File: config.mk
export PLATFORM = sky130hd
export DESIGN_NAME = xorshift64star_variate_source_top
export DESIGN_NICKNAME = d
export VERILOG_FILES = /design/src/rtl/xsv_pkg.sv /design/src/rtl/xsv_front.sv /design/src/rtl/xsv_queue.sv /design/src/rtl/xsv_back.sv /design/src/rtl/xorshift64star_variate_source_top.sv
export SDC_FILE = /design/constraint.sdc
export NUM_CORES = 2
export LEC_CHECK = 0
export ABC_CLOCK_PERIOD_IN_PS = 50200
export BUFFER_PORTS_ARGS = -buffer_cell sky130_fd_sc_hd__buf_2
export CAP_MARGIN = 20
export CELL_PAD_IN_SITES_DETAIL_PLACEMENT = 0
export CELL_PAD_IN_SITES_GLOBAL_PLACEMENT = 1
export CORE_ASPECT_RATIO = 0.7
export CORE_MARGIN = 2
export CORE_UTILIZATION = 50
export DETAILED_ROUTE_END_ITERATION = 8
export PLACE_DENSITY_LB_ADDON = 0.2
export SETUP_SLACK_MARGIN = 0.02
export SLEW_MARGIN = 15
export SYNTH_ARGS = -nofsm -noshare
export SYNTH_HDL_FRONTEND = slang
export SYNTH_SLANG_ARGS = --single-unit
File: constraint.sdc
create_clock -name clk -period 50.2 [get_ports clk]
set_clock_uncertainty 0.15 [all_clocks]
set_input_delay 10.04 -clock clk [delete_from_list [all_inputs] [get_ports clk]]
set_output_delay 10.04 -clock clk [all_outputs]
set_load 0.05 [all_outputs]
File: src/rtl/xsv_pkg.sv
// shared types, constants and the exponential threshold table of the variate source
// depends on nothing
package xsv_pkg;

  localparam int unsigned SHIFT_A   = 12;
  localparam int unsigned SHIFT_B   = 25;
  localparam int unsigned SHIFT_C   = 27;
  localparam int unsigned EXP_COUNT = 44;
  localparam int unsigned CNT_W     = 6;

  localparam logic [63:0] SCRAMBLE_MULT = 64'h2545F4914F6CDD1D;
  localparam logic [63:0] THIRD_LOW     = 64'd6148914691236517205;
  localparam logic [63:0] THIRD_HIGH    = 64'd12297829382473034410;

  typedef enum logic [3:0] {
    K_RAW    = 4'd0,
    K_COIN   = 4'd1,
    K_THREE  = 4'd2,
    K_FOUR   = 4'd3,
    K_BYTE   = 4'd4,
    K_WORD32 = 4'd5,
    K_MOD    = 4'd6,
    K_BERN   = 4'd7,
    K_EXP    = 4'd8
  } kind_t;

  typedef enum logic [2:0] {
    B_IDLE,
    B_MUL,
    B_SUM,
    B_EVAL,
    B_DIV,
    B_EXP,
    B_OUT
  } back_state_t;

  // one queued request with its already stepped generator state
  typedef struct packed {
    logic [3:0]  kind;
    logic [63:0] limit;
    logic [63:0] threshold;
    logic [63:0] gen_state;
  } q_item_t;

  typedef struct packed {
    logic full;
    logic empty;
  } q_stat_t;

  typedef logic [63:0] exp_tab_t [EXP_COUNT];

  // exact floor of a 0.128 fixed point value over a small divisor, bit serial
  function automatic logic [127:0] div_small(input logic [127:0] x, input logic [7:0] d);
    logic [127:0] q;
    logic [7:0]   rem;
    q   = '0;
    rem = '0;
    for (int i = 127; i >= 0; i--) begin
      rem = {rem[6:0], x[i]};
      if (rem >= d) begin
        rem  = rem - d;
        q[i] = 1'b1;
      end
    end
    return q;
  endfunction

  // thresholds floor(2^64 * e^-(n+1)), from the series of e^-1 in 0.128 fixed point
  function automatic exp_tab_t build_exp_bounds();
    exp_tab_t     tab;
    logic [127:0] t;
    logic [127:0] c;
    logic [127:0] w;
    logic [255:0] p;
    t = {1'b1, 127'b0};
    c = t;
    for (int k = 3; k <= 40; k++) begin
      t = div_small(t, 8'(k));
      if ((k % 2) == 1) c = c - t;
      else              c = c + t;
    end
    w = c;
    tab[0] = w[127:64];
    for (int n = 1; n < EXP_COUNT; n++) begin
      p = {128'b0, w} * {128'b0, c};
      w = p[255:128];
      tab[n] = w[127:64];
    end
    return tab;
  endfunction

  localparam exp_tab_t EXP_BOUND = build_exp_bounds();

endpackage

File: src/rtl/xsv_front.sv
// front part: accepts requests, steps the xorshift state, loads the seed
// depends on xsv_pkg
module xsv_front (
  input  logic             clk,
  input  logic             rst_n,
  input  logic             in_valid,
  output logic             in_stall,
  input  logic [3:0]       in_kind,
  input  logic [63:0]      in_limit,
  input  logic [63:0]      in_threshold,
  input  logic             cfg_valid,
  input  logic [63:0]      cfg_seed_value,
  input  xsv_pkg::q_stat_t q_stat,
  output logic             q_push,
  output xsv_pkg::q_item_t q_wdata
);

  logic [63:0] state_r;
  logic [63:0] state_nxt;
  logic [63:0] s1;
  logic [63:0] s2;
  logic [63:0] s3;

  assign s1 = state_r ^ (state_r >> xsv_pkg::SHIFT_A);
  assign s2 = s1 ^ (s1 << xsv_pkg::SHIFT_B);
  assign s3 = s2 ^ (s2 >> xsv_pkg::SHIFT_C);

  assign in_stall = q_stat.full;
  assign q_push   = in_valid && !q_stat.full;

  always_comb begin
    q_wdata.kind      = in_kind;
    q_wdata.limit     = in_limit;
    q_wdata.threshold = in_threshold;
    q_wdata.gen_state = s3;
  end

  always_comb begin
    state_nxt = state_r;
    if (cfg_valid) begin
      // an all-zero state would lock up
      state_nxt = (cfg_seed_value == 64'd0) ? 64'd1 : cfg_seed_value;
    end else if (q_push) begin
      state_nxt = s3;
    end
  end

  always_ff @(posedge clk) begin
    if (!rst_n) begin
      state_r <= 64'd1;
    end else begin
      state_r <= state_nxt;
    end
  end

endmodule

File: src/rtl/xsv_queue.sv
// two-entry request queue between the front and back parts
// depends on xsv_pkg
module xsv_queue (
  input  logic             clk,
  input  logic             rst_n,
  input  logic             push,
  input  xsv_pkg::q_item_t wdata,
  input  logic             pop,
  output xsv_pkg::q_item_t rdata,
  output xsv_pkg::q_stat_t stat
);

  xsv_pkg::q_item_t mem_r [2];
  logic             wptr_r;
  logic             rptr_r;
  logic [1:0]       cnt_r;

  assign stat.full  = (cnt_r == 2'd2);
  assign stat.empty = (cnt_r == 2'd0);
  assign rdata      = mem_r[rptr_r];

  always_ff @(posedge clk) begin
    if (push) begin
      mem_r[wptr_r] <= wdata;
    end
  end

  always_ff @(posedge clk) begin
    if (!rst_n) begin
      wptr_r <= 1'b0;
      rptr_r <= 1'b0;
      cnt_r  <= 2'd0;
    end else begin
      if (push) wptr_r <= ~wptr_r;
      if (pop)  rptr_r <= ~rptr_r;
      case ({push, pop})
        2'b10:   cnt_r <= cnt_r + 2'd1;
        2'b01:   cnt_r <= cnt_r - 2'd1;
        default: cnt_r <= cnt_r;
      endcase
    end
  end

endmodule

File: src/rtl/xsv_back.sv
// back part: scrambling multiply, variate shaping, serial modulo, result register
// depends on xsv_pkg
module xsv_back (
  input  logic             clk,
  input  logic             rst_n,
  input  xsv_pkg::q_stat_t q_stat,
  input  xsv_pkg::q_item_t q_rdata,
  output logic             q_pop,
  output logic             out_valid,
  input  logic             out_stall,
  output logic [63:0]      out_result_value
);

  xsv_pkg::back_state_t state_r, state_nxt;
  xsv_pkg::q_item_t     item_r, item_nxt;
  logic [63:0] p0_r, p0_nxt;
  logic [31:0] p1_r, p1_nxt;
  logic [31:0] p2_r, p2_nxt;
  logic [63:0] z_r, z_nxt;
  logic [63:0] rem_r, rem_nxt;
  logic [xsv_pkg::CNT_W-1:0] cnt_r, cnt_nxt;
  logic [xsv_pkg::EXP_COUNT-1:0] lt_r, lt_nxt;
  logic [63:0] res_r, res_nxt;
  logic [64:0] rem_sh;
  logic [64:0] rem_sub;
  logic [63:0] kz;
  logic [31:0] mult_hi;
  logic [31:0] mult_lo;
  logic [63:0] pa;
  logic [63:0] pb;

  assign out_valid        = (state_r == xsv_pkg::B_OUT);
  assign out_result_value = res_r;
  assign q_pop            = (state_r == xsv_pkg::B_IDLE) && !q_stat.empty;

  assign mult_hi = xsv_pkg::SCRAMBLE_MULT[63:32];
  assign mult_lo = xsv_pkg::SCRAMBLE_MULT[31:0];
  assign pa      = item_r.gen_state[31:0] * mult_hi;
  assign pb      = item_r.gen_state[63:32] * mult_lo;

  assign rem_sh  = {rem_r, z_r[cnt_r]};
  assign rem_sub = rem_sh - {1'b0, item_r.limit};
  assign kz      = ~z_r;

  always_comb begin
    state_nxt = state_r;
    item_nxt  = item_r;
    p0_nxt    = p0_r;
    p1_nxt    = p1_r;
    p2_nxt    = p2_r;
    z_nxt     = z_r;
    rem_nxt   = rem_r;
    cnt_nxt   = cnt_r;
    lt_nxt    = lt_r;
    res_nxt   = res_r;
    case (state_r)
      xsv_pkg::B_IDLE: begin
        if (!q_stat.empty) begin
          item_nxt  = q_rdata;
          state_nxt = xsv_pkg::B_MUL;
        end
      end
      xsv_pkg::B_MUL: begin
        // low 64 bits of the product from three 32x32 partials
        p0_nxt    = item_r.gen_state[31:0] * mult_lo;
        p1_nxt    = pa[31:0];
        p2_nxt    = pb[31:0];
        state_nxt = xsv_pkg::B_SUM;
      end
      xsv_pkg::B_SUM: begin
        z_nxt     = p0_r + {p1_r + p2_r, 32'b0};
        state_nxt = xsv_pkg::B_EVAL;
      end
      xsv_pkg::B_EVAL: begin
        state_nxt = xsv_pkg::B_OUT;
        res_nxt   = 64'd0;
        case (item_r.kind)
          xsv_pkg::K_RAW:    res_nxt = z_r;
          xsv_pkg::K_COIN:   res_nxt = {63'b0, z_r[0]};
          xsv_pkg::K_THREE: begin
            if (z_r > xsv_pkg::THIRD_HIGH)     res_nxt = 64'd2;
            else if (z_r > xsv_pkg::THIRD_LOW) res_nxt = 64'd1;
            else                               res_nxt = 64'd0;
          end
          xsv_pkg::K_FOUR:   res_nxt = {62'b0, z_r[63:62]};
          xsv_pkg::K_BYTE:   res_nxt = {56'b0, z_r[7:0]};
          xsv_pkg::K_WORD32: res_nxt = {32'b0, z_r[31:0]};
          xsv_pkg::K_MOD: begin
            if (item_r.limit == 64'd0) begin
              res_nxt = z_r;
            end else begin
              rem_nxt   = 64'd0;
              cnt_nxt   = '1;
              state_nxt = xsv_pkg::B_DIV;
            end
          end
          xsv_pkg::K_BERN:   res_nxt = {63'b0, (z_r < item_r.threshold)};
          xsv_pkg::K_EXP: begin
            for (int n = 0; n < xsv_pkg::EXP_COUNT; n++) begin
              lt_nxt[n] = kz < xsv_pkg::EXP_BOUND[n];
            end
            state_nxt = xsv_pkg::B_EXP;
          end
          default:           res_nxt = 64'd0;
        endcase
      end
      xsv_pkg::B_DIV: begin
        // restoring remainder, one dividend bit per cycle
        rem_nxt = rem_sub[64] ? rem_sh[63:0] : rem_sub[63:0];
        cnt_nxt = cnt_r - 1'b1;
        if (cnt_r == '0) begin
          res_nxt   = rem_nxt;
          state_nxt = xsv_pkg::B_OUT;
        end
      end
      xsv_pkg::B_EXP: begin
        res_nxt   = 64'($countones(lt_r));
        state_nxt = xsv_pkg::B_OUT;
      end
      xsv_pkg::B_OUT: begin
        if (!out_stall) state_nxt = xsv_pkg::B_IDLE;
      end
      default: state_nxt = xsv_pkg::B_IDLE;
    endcase
  end

  always_ff @(posedge clk) begin
    if (!rst_n) begin
      state_r <= xsv_pkg::B_IDLE;
    end else begin
      state_r <= state_nxt;
    end
  end

  always_ff @(posedge clk) begin
    item_r <= item_nxt;
    p0_r   <= p0_nxt;
    p1_r   <= p1_nxt;
    p2_r   <= p2_nxt;
    z_r    <= z_nxt;
    rem_r  <= rem_nxt;
    cnt_r  <= cnt_nxt;
    lt_r   <= lt_nxt;
    res_r  <= res_nxt;
  end

endmodule

File: src/rtl/xorshift64star_variate_source_top.sv
// top level of the xorshift64* variate source
// depends on xsv_pkg, xsv_front, xsv_queue, xsv_back
//
// each request steps a 64-bit xorshift state (12, 25, 27), scrambles it with a
// 64-bit multiply and shapes the word into the requested kind of variate. the
// front steps the state and queues the transaction in the cycle it is accepted;
// a two-entry queue lets it take two more while the back works. the back pops,
// multiplies in a partial and a sum state, shapes, and holds the result in an
// output state until it is taken; the exponential kind adds a state for its
// 44-way threshold count, and the modulo kind with a nonzero limit adds the
// one-bit-per-cycle remainder loop, which sets the rate for modulo-heavy traffic.
// writing cfg_seed_value reloads the state at once (zero loads one); cfg_ready
// is always high, and writes belong to idle periods only.
module xorshift64star_variate_source_top (
  input  logic        clk,
  input  logic        rst_n,
  input  logic        in_valid,
  output logic        in_stall,
  input  logic [3:0]  in_kind,
  input  logic [63:0] in_limit,
  input  logic [63:0] in_threshold,
  output logic        out_valid,
  input  logic        out_stall,
  output logic [63:0] out_result_value,
  input  logic        cfg_valid,
  output logic        cfg_ready,
  input  logic [63:0] cfg_seed_value
);

  xsv_pkg::q_stat_t q_stat;
  xsv_pkg::q_item_t q_wdata;
  xsv_pkg::q_item_t q_rdata;
  logic             q_push;
  logic             q_pop;

  // seed writes are always taken at once
  assign cfg_ready = 1'b1;

  xsv_front u_front (
    .clk            (clk),
    .rst_n          (rst_n),
    .in_valid       (in_valid),
    .in_stall       (in_stall),
    .in_kind        (in_kind),
    .in_limit       (in_limit),
    .in_threshold   (in_threshold),
    .cfg_valid      (cfg_valid && cfg_ready),
    .cfg_seed_value (cfg_seed_value),
    .q_stat         (q_stat),
    .q_push         (q_push),
    .q_wdata        (q_wdata)
  );

  // decouples request intake from the long modulo loop
  xsv_queue u_queue (
    .clk   (clk),
    .rst_n (rst_n),
    .push  (q_push),
    .wdata (q_wdata),
    .pop   (q_pop),
    .rdata (q_rdata),
    .stat  (q_stat)
  );

  xsv_back u_back (
    .clk              (clk),
    .rst_n            (rst_n),
    .q_stat           (q_stat),
    .q_rdata          (q_rdata),
    .q_pop            (q_pop),
    .out_valid        (out_valid),
    .out_stall        (out_stall),
    .out_result_value (out_result_value)
  );

endmodule

==> results.toml <==
[clock_tree]
cts_setup_buffers = 0
cts_repair_resize_count = 0
cts_tree = "yes"
h-tree-depth = 3
cts_buffers = 105
cts_sinks = 1026
clkSlewWorstSetupHoldPaths_ns = 0.07
root_buffer = "clkbuf_16"
clk_path_buf_depth = 3
clock_latency_ns = 0.78
cts_hold_buf = 0

[critical_path]
cp_common_cell = "buf_4"
critPathRequiredTime_ns = 50.43
rrSetupSlack_ns = 40.84
setup.worst_path.class = "in2reg"
rr_endpoint = "u_back.p0_r[62]"
rr_worst_depth = 26
r2r_start = "u_back.item_r[18]"
startpoint_type = "primary input"
crit_path_end_kind = "flop"
slowest_delay_ns = 0.74
crit_slowest_cell = "buf_4"
path_cells = "buf_2, and2_2, buf_4, inv_1, buf_4, nor2_4, buf_4, buf_4"
cp_max_fo = 65
crit_arrival_ns = 13.72

[timing]
period_share_pct = 26.9
final_max_slew_viol_count = 0
tightest_slew_ns = 1.31
max_slew_margin_pct = 12.3
period_needed_ns = 13.49
finalSetupViolCount = 0
finalSetupTns_ns = 0
clock.fmax_mhz = 74.1
rsz0062_at_grt = "no"
hold_violations = 0

[synth]
synth_edf_count = 955
synth_top_area_share_pct = 33.0
synth_cells = 7868
netlist_area_um2 = 86900
syn_nets = 9837
yosys_warnings = 0
synth-seq-cells = 1026
synth.largest_area_cell = "edfxtp_1"
synth.avg_cell_area_um2 = 11.0
async_reset_ff_share_pct = 0
synth_cell_type_count = 101
synth_area_leaders = "edfxtp_1 (33%), fa_1 (19%), ha_1 (13%)"
seq_area_frac_synth_pct = 34.6
synth_ff_type = "edfxtp_1"

[layout]
nFillCells = 15000
layout_common_cells = "inv_1 (1532), edfxtp_1 (955), ha_1 (924)"
layout_commonest_cell = "inv_1"
nNetsFinal = 10100
syn_to_final_growth_pct = 9.05
drive_above_1_share_pct = 9.94

[detailed_routing]
ant_nets = 0
vias = 61000
drtIter0Drc = 7223
wl_mm = 272
drc = 0
viasPerCell = 5.80
wl_per_cell_um = 25.8
first_pass_iters = 6

[place]
gp_congestion = 1.00
io_buffers = 266
dp_hpwl_mm = 217

[hold_path]
hold_class = "reg2reg"
hold_end = "u_back.z_r[20]"
hold_path.startpoint = "u_back.p0_r[20]"
hold_path_depth = 0

[global_route]
grt_pass1_wl_mm = 402
grt_max_degree = 130
grt_usage_pct = 30.9
grt-ovfl-total = 0
grt_pass1_vias = 60400
antenna_found_initial = 14

[floorplan]
core.rowCount = 127
start_util_pct = 50.5
die_h_um = 353
io_pins = 268
die_w_um = 502
coreArea_um2 = 172000
die_area_um2 = 177000

[flow_run]
cap_violations = 0

[status]
status = "finished, final reports clean"
## stage by stage
step                setup WS, ns  area (µm²)  hold WS (ns)  instances  util, %
global route               36.51       94800         0.257      10500     55.1
global placement           35.95       91100         0.256      10300     53.0
detailed placement         35.88       91100         0.255      10300     53.0
floorplan                  27.81       86900         0.250       7868        -
finish                     36.71       94800         0.244      10500     55.1
CTS                        36.71       94700         0.244      10500     55.1
## worst max path at each step
stage | from | endpoint | depth (start not counted)
2_1_floorplan | u_back.state_r[0] | u_queue.cnt_r[1] | 5
3_3_place_gp | in_valid | u_queue.mem_r[0][131] | 8
3_5_place_dp | in_valid | u_queue.mem_r[0][131] | 8
4_1_cts | in_valid | u_queue.mem_r[0][133] | 8
5_1_grt | in_valid | u_queue.mem_r[0][130] | 8
6_report | in_valid | u_queue.mem_r[0][133] | 8
## synthesized netlist by cell type (all sizes together), types with 15 or more instances
| master | instances |
|---|---|
| ha | 924 |
| o21a | 57 |
| nor2 | 391 |
| o21bai | 44 |
| clkbuf | 203 |
| nand3 | 87 |
| or2 | 15 |
| edfxtp | 955 |
| inv | 1532 |
| nand4 | 79 |
| and2 | 46 |
| a211oi | 27 |
| o31ai | 24 |
| fa | 844 |
| buf | 34 |
| xnor2 | 298 |
| nand2 | 359 |
| mux2 | 196 |
| o21ai | 285 |
| nand2b | 44 |
| or3 | 30 |
| nor2b | 44 |
| a21o | 137 |
| and3 | 34 |
| a31oi | 46 |
| o211ai | 37 |
| a21oi | 376 |
| nor4 | 62 |
| nor3 | 98 |
| xor2 | 128 |
| o31a | 33 |
| mux2i | 62 |
| dfxtp | 71 |
| mux4 | 21 |
## layer usage
| metal | track usage (%) | wire length (µm) | share of wire [%] | vias to the layer above |
|---|---|---|---|---|
| li1 | - | - | - | 27200 |
| met2 | 39.6 | 103000 | 38 | 2908 |
| met4 | 4.90 | 4440 | 1.6 | 14 |
| met1 | 50.4 | 131000 | 48 | 30600 |
| met5 | 0 | 94 | 0.035 | - |
| met3 | 9.91 | 32900 | 12 | 284 |
## flip-flops by register name, indices dropped and copies added (netlist names), 6 cells and up
register	cells
u_back.p2_r	32
u_back.item_r	196
u_back.out_result_value	64
u_back.rem_r	64
u_back.p0_r	61
u_back.cnt_r	6
u_back.lt_r	44
u_queue.mem_r	392
u_back.z_r	64
u_front.state_r	64
u_back.p1_r	32
## final cells by class
cell class	count	area [µm²]	share of cell area (%)
clock inverters	62	768	0.811
inverters	1533	5750	6.07
diodes	2	5.00	0.00528
repair buffers	383	2260	2.38
flip-flops and latches	1026	30100	31.8
well taps	2322	2910	3.07
clock buffers	132	2800	2.95
multi-input cells	5072	50200	52.9
## critical path: cells and delay by family
family	cells	cell delay, ns
buffers and inverters	6	2.60
AND/OR/NAND/NOR	2	0.79
## cell families (layout without fill, tap and decap cells)
| logic type | count (synthesis) | count (layout) | synth area share, % |
|---|---|---|---|
| other cells | 1 | 3 | 0.00432 |
| compound gates | 1237 | 1237 | 9.15 |
| mux | 279 | 279 | 3.80 |
| simple gates | 1361 | 1361 | 7.64 |
| fa+ha+maj | 1768 | 1768 | 32.7 |
| flops | 1026 | 1026 | 34.6 |
| xor+xnor | 426 | 426 | 4.29 |
| buf+inv | 1770 | 2110 | 7.74 |
Power is not shown: default switching activity piles up to over one toggle a cycle in this logic, so the estimate is an artifact.
